==> src/design/dual_encoder_period_capture_defines.svh <==
// Assertion macros for the dual encoder period capture block.
// Used by dual_encoder_period_capture.sv; expects clk and rst in scope.
`ifndef DUAL_ENCODER_PERIOD_CAPTURE_DEFINES_SVH
`define DUAL_ENCODER_PERIOD_CAPTURE_DEFINES_SVH

// Checked at every edge once reset is released.
`define DECAP_ASSERT(lbl, prop, msg) \
  lbl: assert property (@(posedge clk) disable iff (rst) (prop)) else $error(msg);

// Checked at every edge, reset included.
`define DECAP_ASSERT_ALWAYS(lbl, prop, msg) \
  lbl: assert property (@(posedge clk) (prop)) else $error(msg);

`endif

==> src/design/decap_pkg.sv <==
// Types and constants for the dual encoder period capture block.
// No dependencies; imported by dual_encoder_period_capture.
`default_nettype none

package decap_pkg;

  localparam int unsigned CountW      = 16;
  localparam int unsigned StampW      = 8;
  localparam int unsigned PrescaleW   = 2;
  localparam int unsigned PrescaleDiv = 2;
  localparam logic [CountW-1:0] LimitReset = 16'd255;

  localparam int unsigned InDataW  = 16;
  localparam int unsigned OutDataW = 72;

  typedef enum logic {
    OP_TICK = 1'b0,
    OP_PINS = 1'b1
  } opcode_t;

  // Input beat payload, lowest field last.
  typedef struct packed {
    logic              tick_pending;
    logic [StampW-1:0] timer_value;
    logic              enc_b;
    logic              enc_a;
  } in_item_t;

  // Result beat payload, lowest field last.
  typedef struct packed {
    logic [CountW-1:0] ticks_between_b;
    logic [StampW-1:0] stamp_prev_b;
    logic [StampW-1:0] stamp_now_b;
    logic [CountW-1:0] ticks_between_a;
    logic [StampW-1:0] stamp_prev_a;
    logic [StampW-1:0] stamp_now_a;
    logic              capture_b;
    logic              capture_a;
    logic              half_rate_tick;
    logic              timeout_b;
    logic              timeout_a;
    logic              tick_flag;
  } out_item_t;

  localparam int unsigned OutItemW = $bits(out_item_t);
  localparam int unsigned InItemW  = $bits(in_item_t);

endpackage

`default_nettype wire

==> src/design/dual_encoder_period_capture.sv <==
// Dual wheel encoder period capture: tick counters, prescaler and edge stamps.
// Depends on decap_pkg and dual_encoder_period_capture_defines.svh.
//
// One beat per clock is taken while the block does not stall, and one result
// beat leaves for every input beat, through the input register, then the result
// register. The rate is set by the per-wheel counter update, which runs
// combinationally between the input register and the result register. Results
// back up into the input register when m_axis_tready is low; the block stalls
// only once both registers are full. timeout_limit is written on the cfg
// channel, which is always ready.
`default_nettype none
`include "dual_encoder_period_capture_defines.svh"

module dual_encoder_period_capture #(
  parameter int unsigned PRESCALE_DIV = decap_pkg::PrescaleDiv
) (
  input  wire logic                           clk,
  input  wire logic                           rst,
  input  wire logic                           cfg_valid,
  output logic                                cfg_ready,
  input  wire logic [decap_pkg::CountW-1:0]   cfg_data,     // timeout_limit
  input  wire logic                           s_axis_tvalid,
  output logic                                s_axis_tready,
  // enc_a[0], enc_b[1], timer_value[9:2], tick_pending[10], zero[15:11]
  input  wire logic [decap_pkg::InDataW-1:0]  s_axis_tdata,
  input  wire logic                           s_axis_tuser, // opcode
  output logic                                m_axis_tvalid,
  input  wire logic                           m_axis_tready,
  // tick_flag[0], timeout_a[1], timeout_b[2], half_rate_tick[3], capture_a[4],
  // capture_b[5], stamp_now_a[13:6], stamp_prev_a[21:14],
  // ticks_between_a[37:22], stamp_now_b[45:38], stamp_prev_b[53:46],
  // ticks_between_b[69:54], zero[71:70]
  output logic [decap_pkg::OutDataW-1:0]      m_axis_tdata
);

  import decap_pkg::*;

  // Configuration
  logic [CountW-1:0] timeout_limit;

  // Input register
  logic     in_valid;
  opcode_t  in_op;
  in_item_t in_item;

  // Block state
  logic                 last_a;
  logic                 last_b;
  logic [CountW-1:0]    cnt_a;
  logic [CountW-1:0]    cnt_b;
  logic [PrescaleW-1:0] prescale;
  logic [StampW-1:0]    now_a;
  logic [StampW-1:0]    prev_a;
  logic [StampW-1:0]    now_b;
  logic [StampW-1:0]    prev_b;
  logic [CountW-1:0]    latched_a;
  logic [CountW-1:0]    latched_b;

  // Next values
  logic [CountW-1:0]    cnt_a_next;
  logic [CountW-1:0]    cnt_b_next;
  logic [PrescaleW-1:0] prescale_next;
  out_item_t            res_next;

  // Result register
  logic      out_valid;
  out_item_t res;

  logic advance;
  logic rise_a;
  logic rise_b;

  assign cfg_ready     = 1'b1;
  assign advance       = in_valid && (!out_valid || m_axis_tready);
  assign s_axis_tready = !in_valid || advance;
  assign m_axis_tvalid = out_valid;
  assign m_axis_tdata  = {(OutDataW - OutItemW)'(0), res};

  assign rise_a = (in_op == OP_PINS) && in_item.enc_a && !last_a;
  assign rise_b = (in_op == OP_PINS) && in_item.enc_b && !last_b;

  always_comb begin
    logic                 do_tick;
    logic [CountW-1:0]    inc_a;
    logic [CountW-1:0]    inc_b;
    logic [PrescaleW-1:0] inc_p;
    logic [CountW-1:0]    tck_a;
    logic [CountW-1:0]    tck_b;
    logic [PrescaleW-1:0] tck_p;

    do_tick = (in_op == OP_TICK) || (in_item.tick_pending && (rise_a || rise_b));
    inc_a   = cnt_a + CountW'(1);
    inc_b   = cnt_b + CountW'(1);
    inc_p   = prescale + PrescaleW'(1);

    res_next = '0;
    tck_a    = cnt_a;
    tck_b    = cnt_b;
    tck_p    = prescale;

    // One tick step at most; it runs ahead of either capture.
    if (do_tick) begin
      res_next.tick_flag = 1'b1;
      tck_a = inc_a;
      tck_b = inc_b;
      tck_p = inc_p;
      if (inc_a > timeout_limit) begin
        res_next.timeout_a = 1'b1;
        tck_a = '0;
      end
      if (inc_b > timeout_limit) begin
        res_next.timeout_b = 1'b1;
        tck_b = '0;
      end
      if (inc_p >= PrescaleW'(PRESCALE_DIV)) begin
        res_next.half_rate_tick = 1'b1;
        tck_p = '0;
      end
    end

    cnt_a_next    = tck_a;
    cnt_b_next    = tck_b;
    prescale_next = tck_p;

    res_next.stamp_now_a     = now_a;
    res_next.stamp_prev_a    = prev_a;
    res_next.ticks_between_a = latched_a;
    res_next.stamp_now_b     = now_b;
    res_next.stamp_prev_b    = prev_b;
    res_next.ticks_between_b = latched_b;

    if (rise_a) begin
      res_next.capture_a       = 1'b1;
      res_next.stamp_prev_a    = now_a;
      res_next.stamp_now_a     = in_item.timer_value;
      res_next.ticks_between_a = tck_a;
      cnt_a_next               = '0;
    end
    if (rise_b) begin
      res_next.capture_b       = 1'b1;
      res_next.stamp_prev_b    = now_b;
      res_next.stamp_now_b     = in_item.timer_value;
      res_next.ticks_between_b = tck_b;
      cnt_b_next               = '0;
    end
  end

  // Control and state
  always_ff @(posedge clk) begin
    if (rst) begin
      timeout_limit <= LimitReset;
      in_valid      <= 1'b0;
      out_valid     <= 1'b0;
      last_a        <= 1'b0;
      last_b        <= 1'b0;
      cnt_a         <= '0;
      cnt_b         <= '0;
      prescale      <= '0;
      now_a         <= '0;
      prev_a        <= '0;
      now_b         <= '0;
      prev_b        <= '0;
      latched_a     <= '0;
      latched_b     <= '0;
    end else begin
      if (cfg_valid && cfg_ready) begin
        timeout_limit <= cfg_data;
      end
      if (s_axis_tvalid && s_axis_tready) begin
        in_valid <= 1'b1;
      end else if (advance) begin
        in_valid <= 1'b0;
      end
      if (advance) begin
        out_valid <= 1'b1;
      end else if (m_axis_tready) begin
        out_valid <= 1'b0;
      end
      if (advance) begin
        cnt_a     <= cnt_a_next;
        cnt_b     <= cnt_b_next;
        prescale  <= prescale_next;
        now_a     <= res_next.stamp_now_a;
        prev_a    <= res_next.stamp_prev_a;
        now_b     <= res_next.stamp_now_b;
        prev_b    <= res_next.stamp_prev_b;
        latched_a <= res_next.ticks_between_a;
        latched_b <= res_next.ticks_between_b;
        if (in_op == OP_PINS) begin
          last_a <= in_item.enc_a;
          last_b <= in_item.enc_b;
        end
      end
    end
  end

  // Payload registers
  always_ff @(posedge clk) begin
    if (s_axis_tvalid && s_axis_tready) begin
      in_op   <= opcode_t'(s_axis_tuser);
      in_item <= in_item_t'(s_axis_tdata[InItemW-1:0]);
    end
    if (advance) begin
      res <= res_next;
    end
  end

  `DECAP_ASSERT(a_capture_clears_a, advance && rise_a |=> cnt_a == '0,
    "wheel A counter not cleared after capture")
  `DECAP_ASSERT(a_capture_clears_b, advance && rise_b |=> cnt_b == '0,
    "wheel B counter not cleared after capture")
  `DECAP_ASSERT(a_timeout_needs_tick,
    advance && (res_next.timeout_a || res_next.timeout_b || res_next.half_rate_tick)
    |-> res_next.tick_flag,
    "timeout or half-rate flag without a tick step")
  `DECAP_ASSERT(a_prescale_range, prescale < PrescaleW'(PRESCALE_DIV),
    "prescaler left its range")
  `DECAP_ASSERT_ALWAYS(a_stall_blocks_input, in_valid && !advance |-> !s_axis_tready,
    "input taken while input register is held")

endmodule

`default_nettype wire

==> config.mk <==
export PLATFORM = sky130hd
export DESIGN_NAME = dual_encoder_period_capture
export DESIGN_NICKNAME = d
export VERILOG_FILES = /design/src/design/decap_pkg.sv /design/src/design/dual_encoder_period_capture.sv
export VERILOG_INCLUDE_DIRS = /design/src /design/src/design
export SDC_FILE = /design/constraint.sdc
export NUM_CORES = 1
export LEC_CHECK = 0
export CORE_AREA = 2 2 154 156
export DETAILED_ROUTE_END_ITERATION = 8
export DIE_AREA = 0 0 156 158
export DONT_BUFFER_PORTS = 1
export PLACE_DENSITY = 0.57
export REMOVE_ABC_BUFFERS = 1
export SLEW_MARGIN = 0
export SYNTH_ARGS = -nofsm -noshare
export SYNTH_HDL_FRONTEND = slang
export SYNTH_SLANG_ARGS = --single-unit
==> constraint.sdc <==
create_clock -name clk -period 4 [get_ports clk]
set_clock_uncertainty 0.05 [all_clocks]
set_input_delay 0 -clock clk [delete_from_list [all_inputs] [get_ports clk]]
set_output_delay 0 -clock clk [all_outputs]
set_load 0.005 [all_outputs]
### After elaboration in Yosys (flattened, before gate mapping)

Index checks and enable logic that the tools add are counted.

* register bits: 200
* latch bits: 0
* bits in writable memories: 0
* ROM bits: 0
* word-level logic and storage cells: 76
* memories kept: 0

* add/subtract/negate cells: 3
* multipliers: 0
* divide/modulo/power cells: 0
* $lt $le $gt $ge: 3
* equality and inequality tests: 0
* shifts and indexed selects: 0
* muxes and demuxes: 19
* bitwise logic cells: 1
* reductions and logical operators: 19

Operator list (count)
* $mux W16: 6
* $mux W32: 2
* $add A16 B1 Y16 const B: 2
* $gt A16 B16 Y1: 2
* $mux W1: 10
* $logic_and A1 B1 Y1: 7
* $logic_not A1 Y1: 4
* $logic_or A1 B1 Y1: 4
* $reduce_and A2 Y1: 2
* $reduce_bool A2 Y1: 2
* $add A2 B1 Y2 const B: 1
* $ge A2 B2 Y1 const B: 1
* $mux W2: 1
* $not A1 Y1: 1

### Depth between registers and ports, before layout

* word-level depth: 7
* mapped depth: 15
* gate-level depth less buffers: 14

### Worst setup path before layout

No wires, ideal clock.

* path type: register -> register
* from: reg out_valid, in the netlist m_axis_tvalid
* to: reg res, in the netlist m_axis_tdata[0], enable pin
* arrival time: 2.853 ns
* required time: 3.488 ns
* slack: 0.636 ns
* cell stages (with the launch flop): 5
* clock period less this slack: 3.364 ns
* path through: dfxtp_1 > nor2b_1 > nand2b_1 > inv_1 > clkbuf_1

* cells in the longest elaborated chain, start to end: 3

Ends and longest elaborated chain
* start, declared: line dual_encoder_period_capture.sv:66 `logic out_valid;`
* start signal, assigned: line dual_encoder_period_capture.sv:153 `out_valid <= 1'b0;`
* start signal, assigned: line dual_encoder_period_capture.sv:175 `out_valid <= 1'b1;`
* start signal, assigned: line dual_encoder_period_capture.sv:177 `out_valid <= 1'b0;`
* $logic_not A1 Y1: line dual_encoder_period_capture.sv:74 `assign advance = in_valid && (!out_valid || m_axis_tready);`
* $logic_or A1 B1 Y1: line dual_encoder_period_capture.sv:74
* $logic_and A1 B1 Y1: line dual_encoder_period_capture.sv:74
* named net advance: line dual_encoder_period_capture.sv:69 `logic advance;`
* end signal, assigned: line dual_encoder_period_capture.sv:204 `res <= res_next;`
* end, declared: line dual_encoder_period_capture.sv:67 `out_item_t res;`

The timed path passes the listed nets, and every way through them passes these cells.
A chain may end at the register's enable or synchronous reset.

==> results.sh <==
export IMPL_status="finished, final reports clean"
export IMPL_ys_ff_latch=200
export IMPL_cts_tree="yes"
export IMPL_path_class="reg2reg"
export IMPL_nets=1074
export IMPL_final_area_sq_mm=0.0103
export IMPL_ant_nets=0
export IMPL_dpl_hpwl_microns=13600
export IMPL_crit_start="cnt_b[1]"
export IMPL_p_per_area_mw_per_mm2=407
export IMPL_path_common_cell="ha_1"
export IMPL_synth_edff_count=82
export IMPL_cpLargestDelayFamily="simple AND/OR/NAND/NOR gates"
export IMPL_hp_class="in2reg"
export IMPL_cp_start_kind="register"
export IMPL_post_route_util=0.448
export IMPL_slew_headroom=0.419
export IMPL_clockBufferDepth=2
export IMPL_viasPerCell=5.10
export IMPL_cp_end_kind="register"
export IMPL_cts_root_buffer="clkbuf_16"
export IMPL_rsz0062_at_grt="false"
export IMPL_grt_max_degree=109
export IMPL_diodes=0
export IMPL_drtIter0Drc=462
export IMPL_netlist_area_sq_mm=0.00902
export IMPL_synth_area_per_cell_sq_um=9.23
export IMPL_core_sq_mm=0.0231
export IMPL_min_period_ns=3.56
export IMPL_finalCritPeriodShare=0.889
export IMPL_start_util=0.391
export IMPL_slew_viol_final=0
export IMPL_seq_area_sq_mm=0.00482
export IMPL_postCtsSetupRepairBufs=0
export IMPL_io_pins=113
export IMPL_fmax_mhz=281
export IMPL_die_area_sq_mm=0.0246
export IMPL_grt_pass1_wl_microns=33000
export IMPL_p_leak_nw=3.91
export IMPL_cts_buffers=17
export IMPL_drt_pass1_iter_count=5
export IMPL_worstMarginPinSlew_ns=0.870
export IMPL_gp_congestion=0.825
export IMPL_async_reset_ff_frac=0
export IMPL_port_buffers=0
export IMPL_grt_usage=0.172
export IMPL_r2r_start="cnt_b[1]"
export IMPL_dpl_instance_area_sq_mm=0.00931
export IMPL_multi_input_area_sq_mm=0.00383
export IMPL_place_ws_ns=0.485
export IMPL_cp_num_buf_inv=1
export IMPL_area_delta_synth_final_pct=14.5
export IMPL_ys_types=50
export IMPL_place_inst=1230
export IMPL_fin_cells=1304
export IMPL_power_ir_vdd_worst_mv=0.208
export IMPL_cp_slowest_stage_delay_ns=0.40
export IMPL_grt_pass1_vias=6160
export IMPL_via_count=6644
export IMPL_grt_ovfl_total=0
export IMPL_yosys_warnings=0
export IMPL_clk_pin_slew_ns=0.08
export IMPL_cts_max_level=4
export IMPL_worstSkewPairLatency_ns=0.45
export IMPL_wl_per_cell_microns=16.0
export IMPL_setup_viol=0
export IMPL_p_total_mw=4.20
export IMPL_hold_viol_final=0
export IMPL_drive_gt1_frac=0.0651
export IMPL_dominantRegCellSynth="dfxtp_1"
export IMPL_cpMaxStageDelayCell="dfxtp_1"
export IMPL_die_height_microns=158
export IMPL_maxCapViolCount=0
export IMPL_worstHoldStart="s_axis_tvalid"
export IMPL_die_w_microns=156
export IMPL_path_max_fanout=12
export IMPL_fillers=2181
export IMPL_fin_ws_ns=0.444
export IMPL_rows=56
export IMPL_antenna_found_initial=0
export IMPL_crit_path_cell_trace="ha_1 > nand3_1 > nor2_1 > nand3_2 > or2_4 > xnor2_1 > ha_1 > nand4_1 > nor3_1 > a2111o_1 > and3_1 > buf_4 > o21ai_0"
export IMPL_drc=0
export IMPL_crit_arrival_ns=3.69
export IMPL_drt_wl_total_microns=20900
export IMPL_syn_inst=977
export IMPL_clock_sinks=200
export IMPL_cp_required_ns=4.14
export IMPL_synth_seq_area_share=0.535
-- routing by layer --
layer,track usage,vias up,share of wire
met5,0,-,0
met3,0.0405,26,0.040
met2,0.265,139,0.45
li1,-,3401,-
met1,0.237,3078,0.49
met4,0.0651,0,0.021
-- per-stage QoR --
step                setup TNS, ns  hold WS, ns
CTS                             0       0.0332
floorplan                   -5.89       0.0146
detailed placement              0       0.0302
global placement                0       0.0268
finish                          0       0.0364
global route                    0       0.0480
-- state kept, by name, summed over array words and instances (netlist names), 2 cells and up --
name / flops
latched_b: 16
in_item: 11
cnt_a: 16
prescale: 2
prev_a: 8
now_a: 8
timeout_limit: 16
now_b: 8
cnt_b: 16
prev_b: 8
m_axis_tdata: 70
latched_a: 16
-- final timing paths --
path / depth (start not counted) / to / slack, ns
min: 1 / in_item[3] / 0.04
max: 13 / m_axis_tdata[62] / 0.44
min reg2reg: 2 / latched_b[7] / 0.40
max reg2reg: 13 / m_axis_tdata[62] / 0.44
-- cells in the final DEF, fill, tap and decap left out, drive strengths merged, types with 10 or more instances in the layout --
cell type / n
dfxtp: 118
mux2i: 12
a22o: 11
clkbuf: 19
xor2: 20
a211oi: 10
dlygate4sd3: 41
o31ai: 13
o21ai: 51
edfxtp: 82
nand3: 22
xnor2: 29
a21oi: 54
inv: 39
nand2: 281
ha: 35
buf: 21
nor2: 65
nand4: 14
-- where the power goes --
| group | internal (mW) | switching, mW | leakage, nW | total [mW] |
|---|---|---|---|---|
| Clock | 0.866 | 0.851 | 0.280 | 1.72 |
| Combinational | 0.0901 | 0.179 | 1.88 | 0.269 |
| Sequential | 2.18 | 0.0336 | 1.75 | 2.21 |
| Total | 3.14 | 1.06 | 3.91 | 4.20 |
-- what timing repair did --
item / 4_1_cts / 5_1_grt
endpoints found under the hold margin: 110 / 0
gates resized for setup: 0 / 0
setup endpoints to repair: 0 / 0
hold buffers: 42 / 0
-- cells in the mapped netlist, types with 19 or more instances --
cell type | instances | share of area
o21ai_0 | 47 | 0.026
xor2_1 | 19 | 0.018
nand3_1 | 20 | 0.011
xnor2_1 | 29 | 0.028
dfxtp_1 | 118 | 0.26
edfxtp_1 | 82 | 0.27
ha_1 | 35 | 0.049
a21oi_1 | 54 | 0.030
nand2_1 | 281 | 0.12
clkbuf_1 | 39 | 0.016
nor2_1 | 63 | 0.026
inv_1 | 31 | 0.013
-- area by class of cell --
cell class	instances	share of cell area
Clock buffer	19	0.0440
Clock inverter	13	0.0125
Sequential cell	200	0.467
Inverter	33	0.0122
Multi-Input combinational cell	687	0.371
Tap cell	290	0.0351
Timing Repair Buffer	62	0.0582
-- cells by family after synthesis --
logic type	Yosys count	synth area share
buffers and inverters	91	0.0409
muxes	12	0.0133
AOI/OAI and AO/OA	183	0.127
DFF	200	0.535
adders and majority gates	35	0.0486
other	2	0.000833
and+or+nand+nor	405	0.186
xor gates and xnor gates	49	0.0484
Note: power is estimated with default switching activity, not from simulation.
